`src/hdl/fixed_point_q24_8_alu_defines.svh`:
```
// Assertion macros for the fixed-point ALU
`ifndef FIXED_POINT_Q24_8_ALU_DEFINES_SVH
`define FIXED_POINT_Q24_8_ALU_DEFINES_SVH
`ifndef SYNTHESIS
`define FPA_ASSERT_IMPL(label, clk, rst, ante, cons) \
  label: assert property (@(posedge clk) disable iff (rst) (ante) |-> (cons)) \
    else $error("assertion failed");
`define FPA_ASSERT_NEXT(label, clk, rst, ante, cons) \
  label: assert property (@(posedge clk) disable iff (rst) (ante) |=> (cons)) \
    else $error("assertion failed");
`else
`define FPA_ASSERT_IMPL(label, clk, rst, ante, cons)
`define FPA_ASSERT_NEXT(label, clk, rst, ante, cons)
`endif
`endif

```
`src/hdl/fpa_pkg.sv`:
```
`default_nettype none
package fpa_pkg;
  localparam int OP_BITS = 4;
  typedef logic [OP_BITS-1:0] op_t;
  localparam op_t OP_ADD = 4'd0;
  localparam op_t OP_SUB = 4'd1;
  localparam op_t OP_MUL = 4'd2;
  localparam op_t OP_DIV = 4'd3;
  localparam op_t OP_GT = 4'd4;
  localparam op_t OP_LT = 4'd5;
  localparam op_t OP_GE = 4'd6;
  localparam op_t OP_LE = 4'd7;
  localparam op_t OP_EQ = 4'd8;
  localparam op_t OP_NE = 4'd9;
  localparam op_t OP_MIN = 4'd10;
  localparam op_t OP_MAX = 4'd11;
  localparam op_t OP_INC = 4'd12;
  localparam op_t OP_DEC = 4'd13;
  localparam op_t OP_TO_INT = 4'd14;
  localparam op_t OP_FROM_INT = 4'd15;
  localparam int IO_BITS = 32;
endpackage
`default_nettype wire

```
`src/hdl/fpa_div_stage.sv`:
```
`default_nettype none
// One restoring-division step per stage: shift in one numerator bit, try subtract.
module fpa_div_stage
  import fpa_pkg::*;
  #(parameter int NB = 40, parameter int DB = 32)
  (
    input wire logic [NB-1:0] num_in,
    input wire logic [DB:0] rem_in,
    input wire logic [DB-1:0] den,
    output logic [NB-1:0] num_out,
    output logic [DB:0] rem_out
  );
  logic [DB+1:0] shifted;
  logic [DB+1:0] diff;
  always_comb begin
    shifted = {rem_in, num_in[NB-1]};
    diff = shifted - {2'b00, den};
    if (!diff[DB+1]) begin
      rem_out = diff[DB:0];
      num_out = {num_in[NB-2:0], 1'b1};
    end else begin
      rem_out = shifted[DB:0];
      num_out = {num_in[NB-2:0], 1'b0};
    end
  end
endmodule
`default_nettype wire

```
`config.mk`:
```
export PLATFORM = sky130hd
export DESIGN_NAME = fpa_div_stage
export DESIGN_NICKNAME = d
export VERILOG_FILES = /design/src/hdl/fixed_point_q24_8_alu_defines.svh /design/src/hdl/fpa_pkg.sv /design/src/hdl/fpa_div_stage.sv
export SDC_FILE = /design/constraint.sdc
export NUM_CORES = 1
export LEC_CHECK = 0
export BUFFER_PORTS_ARGS = -buffer_cell sky130_fd_sc_hd__buf_2
export CORE_ASPECT_RATIO = 2
export CORE_UTILIZATION = 44
export DETAILED_ROUTE_END_ITERATION = 12
export PLACE_DENSITY_LB_ADDON = 0.2
export RECOVER_POWER = 50
export SLEW_MARGIN = 20
export SYNTH_ARGS = -nofsm -noshare
export SYNTH_HDL_FRONTEND = slang
export SYNTH_SLANG_ARGS = --single-unit
```
`constraint.sdc`:
```
create_clock -name vclk -period 4.2
set_input_delay 0.63 -clock vclk [all_inputs]
set_output_delay 0.63 -clock vclk [all_outputs]
set_load 0.01 [all_outputs]
```
==> out/results.ini <==
[placed_design]
place_congestion=0.845
port_buffers=100
dp_slack_ns=0.0328
dp.cells=466
dp_hpwl_um=5700
dpl_cell_area_um2=2910

[power]
p_clk_share_pct=0
ir_drop_mv=0.101
combPwrFrac_pct=100.0
leakagePower_nw=1.61
p_per_area_nw_per_um2=186
intPower_mw=0.269
switching_share_pct=50.5
power.total_mw=0.543
power_frac_seq_pct=0
p_switching_mw=0.274

[drt]
post_drt_wl_per_cell_um=14.4
dr.pass1.iters=4
ant_nets=0
viasPerCell=5.62
drcViolationCount=0
drt_iter0_markers=50
vias=2617
drt_wl_total_um=6720

[critical_path]
crit_start=num_in[39]
cp_common_cell=buf_2
critPathKind=in2out
cp_slowest_cell=fa_2
critPathMaxStageDelay_ns=0.36
start_kind=input pin
crit_buf_inv=4
worstPathRequired_ns=3.57
cp_max_fo=3
path_cells=buf_2, inv_1, ha_1, fa_2, nand2b_1, a21oi_2, o41a_1, nand3_1, a211oi_2, buf_4, a41o_1, mux2i_1, o311ai_0, mux2_4, buf_2
arrival_ns=3.42
crit_path_end_kind=output pin
cp_top_family=compound AO/OA/AOI/OAI gates

[sta]
fin_crit_ns=4.05
setup_viol=0
fin_crit_sh_pct=96.3
fmax_mhz=247
hold_viol=0
holdWs_ns=1.26
tightest_slew_ns=0.566
worst_slack_ns=0.155
slew_headroom_pct=61.9
final.setup.tns_ns=0
rsz0062_at_grt=false
drv_slew=0

[global_route]
grt_use_total_pct=20.7
grt_pass1_wl_um=10900
grt_max_degree=26
antenna_found_initial=0
grt_pass1_vias=2622
grt_overflow_total=0

[layout]
multi_input_area_um2=2090
clock_buffers=0
seq_area_um2=0
final_util_pct=51.2
num_antenna_cells=0
layout.cells.non_filler=466
drive_gt1_share_pct=36.3
fin_area_um2=2920
n_sequential_cell=0
fin_nets=545
syn_to_final_growth_pct=12.4
fill_cells=615

[clock_tree]
cts_hold_buffers=0

[floorplan]
fp.dieH_um=111
die_w_um=56.3
die_area_um2=6230
core_um2=5710
num_rows=39
initial_core_util_pct=45.5
io_pins=178

[logic_synthesis]
netlist_area_um2=2600
synth_cells=340
seq_area_frac_synth_pct=0
synthesis.nets=478
ys_types=58
yosys_warnings=0
syn-mean-instance-area_um2=7.64

[flow_run]
max_cap_violations=0

[status]
status=complete, no violations

[hold_path]
min-delay-start=num_in[9]
worst_hold_path_type=in2out

-- cells by family (layout without fill, tap and decap cells) --
kind of cell	Yosys count	count (layout)	share of synthesized area [%]
mux	25	25	13.5
compound gates	106	106	29.0
buf+inv	90	155	20.1
simple gates	60	60	12.4
xor+xnor	26	26	8.77
fa+ha+maj	33	33	16.2
-- cell usage after synthesis, types with 2 or more instances --
library cell,instances,share of area [%]
a21oi_1,20,3.9
and3_1,5,1.2
and4_1,2,0.67
a211oi_1,4,1.2
a221o_1,3,1.2
buf_2,2,0.39
o211ai_1,2,0.58
nor2_1,11,1.6
mux2_4,19,11
nor2b_1,5,1.2
inv_1,42,6.1
nand2b_1,5,1.2
o21a_1,4,1.2
a21oi_2,3,1.0
o21bai_1,2,0.58
nor3_1,7,1.3
o21ai_1,3,0.58
a2111oi_0,2,0.67
xor2_1,8,2.7
a31oi_1,5,1.2
nand3_1,5,0.96
xnor2_1,18,6.1
o21ai_0,24,4.6
o31ai_1,3,0.87
clkbuf_1,3,0.43
buf_8,2,1.2
nand2_1,11,1.6
nand4_1,3,0.72
mux2_1,5,2.2
ha_1,32,15
a21o_1,15,4.3
buf_4,39,11
-- power groups by stage --
stage          Combinational, mW  Clock [mW]  Sequential [mW]
6_report                   0.543           0                0
5_1_grt                    0.596           0                0
4_1_cts                    0.544           0                0
3_5_place_dp               0.540           0                0
3_3_place_gp               0.536           0                0
2_1_floorplan              0.416           0                0
-- path summary, 6_finish.rpt --
kind	endpoint	slack (ns)	depth (start not counted)
worst max-delay path	rem_out[20]	0.15	15
worst min-delay path	num_out[10]	1.26	0
-- cell usage in the layout (no fill, tap or decap), types with 5 or more instances in the layout --
cell type / synthesis / final
a21o_1: 15 / 15
a21oi_1: 20 / 19
a31oi_1: 5 / 5
and3_1: 5 / 5
buf_2: 2 / 100
buf_4: 39 / 12
ha_1: 32 / 32
inv_1: 42 / 42
mux2_1: 5 / 5
mux2_4: 19 / 19
nand2_1: 11 / 11
nand2b_1: 5 / 5
nand3_1: 5 / 5
nor2_1: 11 / 11
nor2b_1: 5 / 5
nor3_1: 7 / 7
o21ai_0: 24 / 24
xnor2_1: 18 / 18
xor2_1: 8 / 8
-- final cells by class --
type | count | area share, %
inverters | 43 | 5.70
repair buffers | 112 | 20.2
well taps | 61 | 2.61
multi-input cells | 250 | 71.5
-- layer usage --
layer / up-vias / wire [µm] / global-route usage (%)
li1: 1319 / - / -
met1: 1173 / 2310 / 18.4
met5: - / 0 / 0
met2: 101 / 3840 / 43.7
met4: 0 / 226 / 7.80
met3: 24 / 344 / 2.80
-- timing repair --
item                       in CTS  in global routing
setup buffers                   0                  0
setup endpoints to repair       0                  2
resized for setup               0                  3
No activity file was read; power rests on OpenSTA's default activity.
